[config.mk]
export PLATFORM = sky130hd
export DESIGN_NAME = dxt_texture_block_decoder_flat
export DESIGN_NICKNAME = d
export VERILOG_FILES = /design/src/rtl/dxt_pkg.sv /design/src/rtl/dxt_block_if.sv /design/src/rtl/dxt_pixel_if.sv /design/src/rtl/dxt_palette.sv /design/src/rtl/dxt_texture_block_decoder.sv /design/src/flat_wrapper.sv
export SDC_FILE = /design/constraint.sdc
export NUM_CORES = 2
export LEC_CHECK = 0
export ABC_AREA = 1
export BUFFER_PORTS_ARGS = -buffer_cell sky130_fd_sc_hd__buf_2
export CORE_AREA = 4 4 355 357
export CTS_BUF_LIST = sky130_fd_sc_hd__clkbuf_4 sky130_fd_sc_hd__clkbuf_8
export CTS_CLUSTER_SIZE = 16
export DETAILED_ROUTE_END_ITERATION = 8
export DIE_AREA = 0 0 359 361
export PLACE_DENSITY_LB_ADDON = 0.05
export REMOVE_ABC_BUFFERS = 1
export SYNTH_ARGS = -nofsm -noshare
export SYNTH_HDL_FRONTEND = slang
export SYNTH_SLANG_ARGS = --single-unit
[constraint.sdc]
create_clock -name clk -period 12.4 [get_ports clk]
set_clock_uncertainty 0.2 [all_clocks]
set_input_delay 1.24 -clock clk [delete_from_list [all_inputs] [get_ports clk]]
set_output_delay 1.24 -clock clk [all_outputs]
set_load 0.02 [all_outputs]
[src/rtl/dxt_pkg.sv]
// Shared types and arithmetic helpers for the DXT block decoder.
`timescale 1ns / 1ps

package dxt_pkg;

	typedef struct packed {
		logic [7:0] r;
		logic [7:0] g;
		logic [7:0] b;
	} rgb_t;

	// Expanded endpoints of one block, handed to the palette builder.
	typedef struct packed {
		rgb_t       e0;
		rgb_t       e1;
		logic       four;
		logic [7:0] a0;
		logic [7:0] a1;
	} endpoints_t;

	// Colour palette and the full alpha table of one block.
	typedef struct packed {
		rgb_t [3:0]      col;
		logic [7:0][7:0] atab;
	} palette_t;

	localparam logic [3:0] LastPixel = 4'd15;
	localparam logic [7:0] AlphaOpaque = 8'd255;
	localparam logic [7:0] AlphaClear = 8'd0;
	localparam logic [1:0] TransparentIndex = 2'd3;

	// 5-bit to 8-bit expansion: t = c*255 + 16, result ((t >> 5) + t) >> 5.
	function automatic logic [7:0] expand5(input logic [4:0] c);
		logic [12:0] t;
		logic [12:0] s;
		t = {c, 8'd0} - 13'(c) + 13'd16;
		s = t + 13'(t[12:5]);
		return s[12:5];
	endfunction

	// 6-bit to 8-bit expansion: t = c*255 + 32, result ((t >> 6) + t) >> 6.
	function automatic logic [7:0] expand6(input logic [5:0] c);
		logic [13:0] t;
		logic [13:0] s;
		t = {c, 8'd0} - 14'(c) + 14'd32;
		s = t + 14'(t[13:6]);
		return s[13:6];
	endfunction

	// Exact floor(x / 3) for x up to 765.
	function automatic logic [7:0] div3(input logic [9:0] x);
		logic [19:0] p;
		p = 20'(x) * 20'd683;
		return p[18:11];
	endfunction

	// Exact floor(x / 7) for x up to 1785.
	function automatic logic [7:0] div7(input logic [10:0] x);
		logic [22:0] p;
		p = 23'(x) * 23'd2341;
		return p[21:14];
	endfunction

	// Exact floor(x / 5) for x up to 1275.
	function automatic logic [7:0] div5(input logic [10:0] x);
		logic [22:0] p;
		p = 23'(x) * 23'd3277;
		return p[21:14];
	endfunction

endpackage

[src/rtl/dxt_block_if.sv]
// Valid/ready channel carrying one compressed block.
`timescale 1ns / 1ps

interface dxt_block_if;
	logic        valid;
	logic        ready;
	logic [63:0] first_word;
	logic [63:0] second_word;

	modport source (output valid, output first_word, output second_word, input ready);
	modport sink (input valid, input first_word, input second_word, output ready);
endinterface

[src/rtl/dxt_pixel_if.sv]
// Valid/ready channel carrying one decoded RGBA8 pixel.
`timescale 1ns / 1ps

interface dxt_pixel_if;
	logic       valid;
	logic       ready;
	logic [3:0] pixel_index;
	logic [7:0] red;
	logic [7:0] green;
	logic [7:0] blue;
	logic [7:0] alpha;
	logic       last_pixel;

	modport source (output valid, output pixel_index, output red, output green,
		output blue, output alpha, output last_pixel, input ready);
	modport sink (input valid, input pixel_index, input red, input green,
		input blue, input alpha, input last_pixel, output ready);
endinterface

[src/rtl/dxt_palette.sv]
// Builds the four-entry colour palette and eight-entry alpha table of a block.
`timescale 1ns / 1ps

module dxt_palette (
	input  dxt_pkg::endpoints_t ep,
	output dxt_pkg::palette_t   pal
);

	function automatic logic [7:0] alpha_entry(input logic [7:0] a0, input logic [7:0] a1,
		input logic [2:0] code);
		logic [2:0]  k0;
		logic [2:0]  k1;
		logic [10:0] sum;
		logic [7:0]  res;
		k0 = 3'(4'd8 - {1'b0, code});
		k1 = code - 3'd1;
		sum = 11'(k0) * 11'(a0) + 11'(k1) * 11'(a1);
		if (code == 3'd0) begin
			res = a0;
		end else if (code == 3'd1) begin
			res = a1;
		end else if (a0 > a1) begin
			res = dxt_pkg::div7(sum);
		end else if (code == 3'd6) begin
			res = dxt_pkg::AlphaClear;
		end else if (code == 3'd7) begin
			res = dxt_pkg::AlphaOpaque;
		end else begin
			// Six-value mode uses weights (6 - code) and (code - 1).
			k0 = 3'd6 - code;
			sum = 11'(k0) * 11'(a0) + 11'(k1) * 11'(a1);
			res = dxt_pkg::div5(sum);
		end
		return res;
	endfunction

	function automatic logic [7:0] third(input logic [7:0] near, input logic [7:0] far);
		return dxt_pkg::div3({1'b0, near, 1'b0} + 10'(far));
	endfunction

	function automatic logic [7:0] mean(input logic [7:0] x, input logic [7:0] y);
		logic [8:0] s;
		s = 9'(x) + 9'(y);
		return s[8:1];
	endfunction

	always_comb begin
		pal.col[0] = ep.e0;
		pal.col[1] = ep.e1;
		if (ep.four) begin
			pal.col[2].r = third(ep.e0.r, ep.e1.r);
			pal.col[2].g = third(ep.e0.g, ep.e1.g);
			pal.col[2].b = third(ep.e0.b, ep.e1.b);
			pal.col[3].r = third(ep.e1.r, ep.e0.r);
			pal.col[3].g = third(ep.e1.g, ep.e0.g);
			pal.col[3].b = third(ep.e1.b, ep.e0.b);
		end else begin
			pal.col[2].r = mean(ep.e0.r, ep.e1.r);
			pal.col[2].g = mean(ep.e0.g, ep.e1.g);
			pal.col[2].b = mean(ep.e0.b, ep.e1.b);
			pal.col[3] = '0;
		end
		for (int i = 0; i < 8; i++) begin
			pal.atab[i] = alpha_entry(ep.a0, ep.a1, 3'(i));
		end
	end

endmodule

[src/rtl/dxt_texture_block_decoder.sv]
// Top level of the DXT1/DXT5 block decoder: block in, sixteen pixels out.
//
//   channel   direction  contents
//   blocks    in         first_word, second_word (one 4x4 block per transaction)
//   pixels    out        pixel_index, red, green, blue, alpha, last_pixel
//   cfg       in         cfg_we, cfg_wdata (block_format: 0 DXT1, 1 DXT5)
//
// Each block produces sixteen pixel transactions, one per cycle while the
// pixel receiver is ready; the pixel port sets the sustained rate. The first
// pixel passes the input, endpoint, palette and output registers. The next
// block is accepted while the current one is still emitting. Reset clears
// all valid flags, the pixel counter and block_format. Output stalls back
// up through the stages.
`timescale 1ns / 1ps

module dxt_texture_block_decoder (
	input  logic              clk,
	input  logic              arst_n,
	input  logic              cfg_we,
	input  logic              cfg_wdata,
	dxt_block_if.sink         blocks,
	dxt_pixel_if.source       pixels
);

	logic block_format_q;

	// Stage 1: raw block.
	logic        valid_s1;
	logic        fmt_s1;
	logic [63:0] first_s1;
	logic [63:0] second_s1;

	// Stage 2: expanded endpoints and index bits.
	logic                 valid_s2;
	logic                 fmt_s2;
	dxt_pkg::endpoints_t  ep_s2;
	logic [31:0]          cidx_s2;
	logic [47:0]          aidx_s2;

	// Stage 3: palette, alpha table and index bits; pixels are read out here.
	logic                 valid_s3;
	logic                 fmt_s3;
	logic                 four_s3;
	dxt_pkg::palette_t    pal_s3;
	logic [31:0]          cidx_s3;
	logic [47:0]          aidx_s3;
	logic [3:0]           cnt_q;

	// Output register.
	logic       out_valid_q;
	logic [3:0] pixel_index_q;
	logic [7:0] red_q;
	logic [7:0] green_q;
	logic [7:0] blue_q;
	logic [7:0] alpha_q;
	logic       last_pixel_q;

	logic emit;
	logic s3_done;
	logic load_s3;
	logic load_s2;

	logic [63:0]         colour_word;
	logic [15:0]         c0;
	logic [15:0]         c1;
	dxt_pkg::endpoints_t ep_next;
	dxt_pkg::palette_t   pal_next;

	logic [1:0] ci;
	logic [2:0] code;
	logic [5:0] abit;
	logic [7:0] pix_alpha;

	assign emit    = valid_s3 && (!out_valid_q || pixels.ready);
	assign s3_done = emit && (cnt_q == dxt_pkg::LastPixel);
	assign load_s3 = valid_s2 && (!valid_s3 || s3_done);
	assign load_s2 = valid_s1 && (!valid_s2 || load_s3);
	assign blocks.ready = !valid_s1 || load_s2;

	always_ff @(posedge clk or negedge arst_n) begin
		if (!arst_n) begin
			block_format_q <= 1'b0;
		end else if (cfg_we) begin
			block_format_q <= cfg_wdata;
		end
	end

	// Endpoint expansion between stage 1 and stage 2.
	always_comb begin
		colour_word = fmt_s1 ? second_s1 : first_s1;
		c0 = colour_word[15:0];
		c1 = colour_word[31:16];
		ep_next.e0.r = dxt_pkg::expand5(c0[15:11]);
		ep_next.e0.g = dxt_pkg::expand6(c0[10:5]);
		ep_next.e0.b = dxt_pkg::expand5(c0[4:0]);
		ep_next.e1.r = dxt_pkg::expand5(c1[15:11]);
		ep_next.e1.g = dxt_pkg::expand6(c1[10:5]);
		ep_next.e1.b = dxt_pkg::expand5(c1[4:0]);
		ep_next.four = fmt_s1 || (c0 > c1);
		ep_next.a0 = first_s1[7:0];
		ep_next.a1 = first_s1[15:8];
	end

	dxt_palette u_palette (
		.ep  (ep_s2),
		.pal (pal_next)
	);

	// Per-pixel selection out of stage 3.
	always_comb begin
		ci = cidx_s3[{cnt_q, 1'b0} +: 2];
		abit = 6'(cnt_q) * 6'd3;
		code = aidx_s3[abit +: 3];
		if (fmt_s3) begin
			pix_alpha = pal_s3.atab[code];
		end else if (!four_s3 && ci == dxt_pkg::TransparentIndex) begin
			pix_alpha = dxt_pkg::AlphaClear;
		end else begin
			pix_alpha = dxt_pkg::AlphaOpaque;
		end
	end

	always_ff @(posedge clk or negedge arst_n) begin
		if (!arst_n) begin
			valid_s1 <= 1'b0;
			valid_s2 <= 1'b0;
			valid_s3 <= 1'b0;
			cnt_q <= '0;
			out_valid_q <= 1'b0;
		end else begin
			if (blocks.ready) begin
				valid_s1 <= blocks.valid;
			end
			if (!valid_s2 || load_s3) begin
				valid_s2 <= valid_s1;
			end
			if (!valid_s3 || s3_done) begin
				valid_s3 <= valid_s2;
			end
			if (emit) begin
				cnt_q <= cnt_q + 4'd1;
			end
			if (!out_valid_q || pixels.ready) begin
				out_valid_q <= valid_s3;
			end
		end
	end

	always_ff @(posedge clk) begin
		if (blocks.ready) begin
			fmt_s1 <= block_format_q;
			first_s1 <= blocks.first_word;
			second_s1 <= blocks.second_word;
		end
		if (!valid_s2 || load_s3) begin
			fmt_s2 <= fmt_s1;
			ep_s2 <= ep_next;
			cidx_s2 <= colour_word[63:32];
			aidx_s2 <= first_s1[63:16];
		end
		if (!valid_s3 || s3_done) begin
			fmt_s3 <= fmt_s2;
			four_s3 <= ep_s2.four;
			pal_s3 <= pal_next;
			cidx_s3 <= cidx_s2;
			aidx_s3 <= aidx_s2;
		end
		if (emit) begin
			pixel_index_q <= cnt_q;
			red_q <= pal_s3.col[ci].r;
			green_q <= pal_s3.col[ci].g;
			blue_q <= pal_s3.col[ci].b;
			alpha_q <= pix_alpha;
			last_pixel_q <= (cnt_q == dxt_pkg::LastPixel);
		end
	end

	assign pixels.valid = out_valid_q;
	assign pixels.pixel_index = pixel_index_q;
	assign pixels.red = red_q;
	assign pixels.green = green_q;
	assign pixels.blue = blue_q;
	assign pixels.alpha = alpha_q;
	assign pixels.last_pixel = last_pixel_q;

`ifndef SYNTH
	// A block part-way through its pixels must still be held in stage 3.
	a_cnt_owned: assert property (@(posedge clk) disable iff (!arst_n)
		(cnt_q != 4'd0) |-> valid_s3)
		else $error("pixel counter active without a block in stage 3");

	// The marker and the position of a pending pixel must agree.
	a_last_index: assert property (@(posedge clk) disable iff (!arst_n)
		out_valid_q |-> (last_pixel_q == (pixel_index_q == dxt_pkg::LastPixel)))
		else $error("last_pixel does not match pixel_index");

	// A block transaction only lands in an empty or draining stage 1.
	a_s1_free: assert property (@(posedge clk) disable iff (!arst_n)
		(blocks.valid && blocks.ready) |-> (!valid_s1 || load_s2))
		else $error("block accepted over a held block");

	// Stage 3 empties after its last pixel when nothing follows.
	a_s3_drain: assert property (@(posedge clk) disable iff (!arst_n)
		(s3_done && !load_s3) |=> !valid_s3)
		else $error("stage 3 kept a finished block");
`endif

endmodule

[src/flat_wrapper.sv]
// flat-port wrapper written by rule: the top's interface ports become plain ports
module dxt_texture_block_decoder_flat 
  (clk, arst_n, cfg_we, cfg_wdata, blocks_valid, blocks_first_word, blocks_second_word, blocks_ready, pixels_valid, pixels_pixel_index, pixels_red, pixels_green, pixels_blue, pixels_alpha, pixels_last_pixel, pixels_ready);
  dxt_block_if blocks_i ();
  dxt_pixel_if pixels_i ();
  input  logic clk;
  input  logic arst_n;
  input  logic cfg_we;
  input  logic cfg_wdata;
  input wire logic [$bits(blocks_i.valid)-1:0] blocks_valid;
  input wire logic [$bits(blocks_i.first_word)-1:0] blocks_first_word;
  input wire logic [$bits(blocks_i.second_word)-1:0] blocks_second_word;
  output wire logic [$bits(blocks_i.ready)-1:0] blocks_ready;
  output wire logic [$bits(pixels_i.valid)-1:0] pixels_valid;
  output wire logic [$bits(pixels_i.pixel_index)-1:0] pixels_pixel_index;
  output wire logic [$bits(pixels_i.red)-1:0] pixels_red;
  output wire logic [$bits(pixels_i.green)-1:0] pixels_green;
  output wire logic [$bits(pixels_i.blue)-1:0] pixels_blue;
  output wire logic [$bits(pixels_i.alpha)-1:0] pixels_alpha;
  output wire logic [$bits(pixels_i.last_pixel)-1:0] pixels_last_pixel;
  input wire logic [$bits(pixels_i.ready)-1:0] pixels_ready;
  assign blocks_i.valid = blocks_valid;
  assign blocks_i.first_word = blocks_first_word;
  assign blocks_i.second_word = blocks_second_word;
  assign blocks_ready = blocks_i.ready;
  assign pixels_valid = pixels_i.valid;
  assign pixels_pixel_index = pixels_i.pixel_index;
  assign pixels_red = pixels_i.red;
  assign pixels_green = pixels_i.green;
  assign pixels_blue = pixels_i.blue;
  assign pixels_alpha = pixels_i.alpha;
  assign pixels_last_pixel = pixels_i.last_pixel;
  assign pixels_i.ready = pixels_ready;
  dxt_texture_block_decoder u_core (.clk(clk), .arst_n(arst_n), .cfg_we(cfg_we), .cfg_wdata(cfg_wdata), .blocks(blocks_i), .pixels(pixels_i));
endmodule
# ---- Yosys cells after proc, flatten, opt, wreduce, memory -nomap -nowiden
# Index checks and enable logic that the tools add are counted.
dict set report classes {
  reduce_logical 15
  eq_ne 2
  add_sub_neg 38
  multipliers 23
  muxes 12
  n_lt_le_gt_ge 4
  n_shift 2
}
# op n
set op_table {}
lappend op_table {{11-bit by 12-bit multiplier with 22-bit output (second input constant)} 10}
lappend op_table {{10-bit by 10-bit multiplier with 19-bit output (second input constant)} 6}
lappend op_table {{64-bit two-way mux} 1}
lappend op_table {{9-bit by 8-bit adder with 10-bit output} 6}
lappend op_table {{8-bit two-way mux} 7}
lappend op_table {{13-bit by 5-bit adder with 13-bit output (second input constant)} 4}
lappend op_table {{13-bit by 8-bit adder with 13-bit output} 4}
lappend op_table {{13-bit by 5-bit subtractor with 13-bit output} 4}
lappend op_table {{24-bit binary-select mux with 2-bit select} 1}
lappend op_table {{24-bit two-way mux} 2}
lappend op_table {{48-bit by 7-bit variable part select with 3-bit output} 1}
lappend op_table {{2-bit by 8-bit multiplier with 10-bit output (first input constant)} 4}
lappend op_table {{32-bit by 6-bit variable part select with 2-bit output} 1}
lappend op_table {{14-bit by 6-bit adder with 14-bit output (second input constant)} 2}
lappend op_table {{14-bit by 8-bit adder with 14-bit output} 2}
lappend op_table {{14-bit by 6-bit subtractor with 14-bit output} 2}
lappend op_table {{8-bit by 8-bit adder with 9-bit output} 3}
lappend op_table {{8-bit binary-select mux with 3-bit select} 1}
lappend op_table {{10-bit by 10-bit adder with 11-bit output} 2}
lappend op_table {{3-bit by 8-bit multiplier with 11-bit output (first input constant)} 2}
lappend op_table {{16-bit > comparator} 1}
lappend op_table {{10-bit by 8-bit adder with 11-bit output} 1}
lappend op_table {{10-bit by 9-bit adder with 11-bit output} 1}
lappend op_table {{11-bit by 8-bit adder with 11-bit output} 1}
lappend op_table {{other kinds (15)} 27}
dict set report totals {
  out_inout_bits 39
  in_bits 134
  ff_bits 563
  word_cells 147
}

# ---- Depth between registers and ports, before layout
dict set report depth {
  word_depth 9
  mapped_depth 38
  depth_no_buf 38
}

# ---- By module
# From an unflattened synthesis, not the netlist that was laid out.
dict set report hier_totals {
  cells_unflattened 6834
  area_unflattened_um2 61908.1
}
# module seq_area_each_um2 area_per_inst_um2 instances cells_per_inst
set by_module_without_submodules {}
lappend by_module_without_submodules {dxt_palette 0.0 37634.8 1 4896}
lappend by_module_without_submodules {dxt_texture_block_decoder 16861.2 24273.3 1 1938}

# ---- Least setup slack after synthesis
# No wires, ideal clock.
dict set report synth_timing {
  path_type {input -> output}
  from {input port pixels_ready}
  to {output port blocks_ready}
  setup_slack_ps 1448
  path_stages 6
  n_path_buf 0
  arrival_time_ps 9512
  required_ps 10960
  cell_sequence {inv_1 > nand2_1 > a21oi_1 > inv_1 > nor2_1 > nand2_1}
}
dict set report synth_between {
  elab_chain_len 8
}
# element line_no
set synth_rtl {}
lappend synth_rtl {{start, declared} flat_wrapper.sv:21} ;# input wire logic [$bits(pixels_i.ready)-1:0] pixels_ready;
lappend synth_rtl {{1-bit logical OR} dxt_texture_block_decoder.sv:74} ;# assign emit = valid_s3 && (!out_valid_q || pixels.ready);
lappend synth_rtl {{1-bit logical AND} dxt_texture_block_decoder.sv:74}
lappend synth_rtl {{1-bit logical AND} dxt_texture_block_decoder.sv:75} ;# assign s3_done = emit && (cnt_q == dxt_pkg::LastPixel);
lappend synth_rtl {{1-bit logical OR} dxt_texture_block_decoder.sv:76} ;# assign load_s3 = valid_s2 && (!valid_s3 || s3_done);
lappend synth_rtl {{1-bit logical AND} dxt_texture_block_decoder.sv:76}
lappend synth_rtl {{1-bit logical OR} dxt_texture_block_decoder.sv:77} ;# assign load_s2 = valid_s1 && (!valid_s2 || load_s3);
lappend synth_rtl {{1-bit logical AND} dxt_texture_block_decoder.sv:77}
lappend synth_rtl {{1-bit logical OR} dxt_texture_block_decoder.sv:78} ;# assign blocks.ready = !valid_s1 || load_s2;
lappend synth_rtl {{end, declared} flat_wrapper.sv:13} ;# output wire logic [$bits(blocks_i.ready)-1:0] blocks_ready;
# No other way between the ends.

==> flow_summary.toml <==
[run_status]
status = "completed"

[cts]
cts.htree.levels = 3
cts-root-buf = "clkbuf_8"
cts.path.max_buffers = 3
cts_resized = 0
clkLatencyLatePin_ns = 0.86
numClockSinks = 563
path_clk_slew_ns = 0.07
cts_made_buffers = 103
cts_tree = "yes"

[drt]
drc = 0
vias = 46015
dr.pass1.iters = 6
ant_nets = 0
vias_per_cell = 5.269
drt_iter0_markers = 2753
drt_wl_total_mm = 156.3
routedWlPerCell_microns = 17.90

[synthesis]
synth-main-ff-cell = "edfxtp_1"
async_reset_ff_frac = 0.01599
ys_ff_latch = 563
avgSynthCellArea_sq_um = 9.028
synth_edf_count = 554
netlist_area_sq_mm = 0.06115
ys_types = 66
ys_seq_area_frac = 0.2757
syn_inst = 6774
yosys_warnings = 0

[placement]
port_buffers = 172
place_hpwl_mm = 126.8
placedCellCount = 8541
gp_congestion = 0.9048

[worst_setup_path]
startpoint = "u_core.ep_s2[14]"
crit_type = "flip-flop to flip-flop"
r2r-start = "u_core.ep_s2[14]"
worstPathArrival_ns = 8.03
cpPeakStageDelay_ns = 0.76
critical_path.slowest_cell = "edfxtp_1"
crit_fanout = 13
start_kind = "flip-flop"
cp_data_required_time_ns = 12.76
path_common_cell = "nand2_1"
endpoint_kind = "flip-flop"

[grt]
use_met1 = 0.3408
grt_max_degree = 109
grt_pass1_vias = 46351
antenna_found_initial = 4
grt-ovfl-total = 0
grtUsageMet2 = 0.3925
grt_pass1_wl_mm = 249.8
busiest_layer = "met2"
use_met3 = 0.03234
grtUsageTotal = 0.2410

[timing]
max_slew_margin = 0.2084
worstMarginPinSlew_ns = 1.186
clock.fmax_mhz = 130.3
slew_viol_final = 0
period_minus_slack_ns = 7.675
hold_viol = 0
period_share = 0.6190
finalSetupTns_ns = 0
rsz0062_at_grt = "no"
finalSetupViolations = 0

[finish]
drive_gt1_frac = 0.06597
nNetsFinal = 8739
n_fill_cell = 11631
syn_to_final_growth_pct = 8.335
finalNonFillerCells = 8733
final_cell_mix = "inv_1 (1230), ha_1 (1224), nand2_1 (1173)"
final_common_cell = "inv_1"

[min_path]
hold_path.class = "flip-flop to flip-flop"
hp-start = "u_core.aidx_s2[16]"

[die]
die_w_microns = 359
core_area_sq_mm = 0.1230
die_area_sq_mm = 0.1296
initial_core_util = 0.4972
rows = 129
ios = 173
dieHeight_microns = 361

[job]
drv_cap = 0
## layout make-up
cell class,count,area (sq um),area share
antenna,2,5.005,0.00007554
clock buffer,133,1680,0.02536
clock inverter,56,618.1,0.009330
inverter,1250,4707,0.07105
multi-input combinational,4891,39250,0.5924
sequential,563,16860,0.2545
tap,1637,2048,0.03092
timing repair buffer,201,1081,0.01632
## critical path, delay by kind of cell, from the launching register on
kind            cells  cell delay (ns)
fa+ha+maj           8             3.36
compound gates      6             1.06
flops               1             0.76
buf+inv             6             0.76
simple gates       11             0.90
xor+xnor            1             0.32
## state kept, by name, summed over array words and instances, names as in the netlist, 4 cells and up
| signal | flops |
|---|---|
| u_core.cidx_s2 | 32 |
| u_core.cidx_s3 | 32 |
| u_core.pixels.pixel_index | 4 |
| u_core.first_s1 | 64 |
| u_core.cnt_q | 4 |
| u_core.pixels.green | 8 |
| u_core.aidx_s3 | 48 |
| u_core.ep_s2 | 65 |
| u_core.pal_s3 | 160 |
| u_core.second_s1 | 64 |
| u_core.pixels.alpha | 8 |
| u_core.pixels.red | 8 |
| u_core.pixels.blue | 8 |
| u_core.aidx_s2 | 48 |
## metal layers
layer  share of wire  routed length [microns]
met1            0.48                    75200
met2            0.45                    70400
met3           0.045                     7022
met4           0.024                     3718
met5               0                        0
## final timing paths
| path | to | slack (ns) | depth (start not counted) |
|---|---|---|---|
| min | u_core.aidx_s3[16] | 0.21 | 0 |
| max reg2reg | u_core.pal_s3[25] | 4.72 | 32 |
| max | u_core.pal_s3[25] | 4.72 | 32 |
| max in group asynchronous | u_core.valid_s2 | 11.13 | 2 |
| min in group asynchronous | u_core.block_format_q | 0.62 | 2 |
| min reg2reg | u_core.aidx_s3[16] | 0.21 | 0 |
## synthesized netlist by cell type (4+ instances only)
library cell	count	area [sq um]
o21ai_4	5	81.33
o31ai_1	7	52.55
a221oi_1	9	78.83
nor2_1	363	1363
inv_1	1234	4632
inv_2	14	52.55
a211oi_1	20	150.1
nor2_2	15	93.84
nand3b_1	55	412.9
xor2_1	153	1340
nand4_1	74	462.9
buf_2	18	90.09
buf_1	8	30.03
buf_6	7	78.83
clkbuf_1	32	120.1
nor4_1	8	50.05
nand2_2	20	125.1
edfxtp_1	554	16640
o21ai_2	13	113.9
o21ai_0	296	1481
a21boi_0	8	60.06
ha_1	1224	15310
fa_1	371	7427
buf_4	4	30.03
o21ai_1	18	90.09
o21bai_1	46	345.3
dfrtp_1	9	225.2
o211ai_1	32	240.2
nand2_1	1175	4410
a31oi_1	18	112.6
a21o_1	37	277.8
o22ai_1	8	50.05
nor3_1	35	175.2
nand3_1	307	1536
xnor2_1	64	560.5
or2_2	8	50.05
o221ai_1	7	61.31
o21a_1	16	120.1
and2_1	6	37.54
xor2_2	5	81.33
a21oi_1	441	2207
## what timing repair did
item | in CTS | in global routing
buffers inserted | 0 | 0
hold endpoints to repair | 4 | 0
hold buffers | 1 | 0
endpoints found under the setup margin | 0 | 0
## stage by stage
| stage | cell area, sq um | setup WS [ns] | hold slack (ns) | utilization |
|---|---|---|---|---|
| floorplan | 60780 | 1.429 | 0.2003 | - |
| global placement | 63940 | 4.916 | 0.2006 | 0.5199 |
| detailed placement | 63940 | 4.795 | 0.2045 | 0.5199 |
| CTS | 66250 | 4.728 | 0.2109 | 0.5386 |
| global route | 66250 | 4.140 | 0.2137 | 0.5387 |
| finish | 66250 | 4.725 | 0.2143 | 0.5387 |
## kinds of logic (layout without fill, tap and decap cells)
logic type,Yosys count,count (layout),synth area share
AO/OA/AOI/OAI,995,995,0.09248
XOR/XNOR,223,223,0.03267
adder cells (fa/ha/maj),1595,1595,0.3719
buffers and inverters,1320,1640,0.08280
flip-flops,563,563,0.2757
multiplexers,1,1,0.0001841
other,0,2,0
AND/OR/NAND/NOR,2077,2077,0.1443
Power is not shown: default switching activity piles up to over one toggle a cycle in this logic, so the estimate is an artifact.
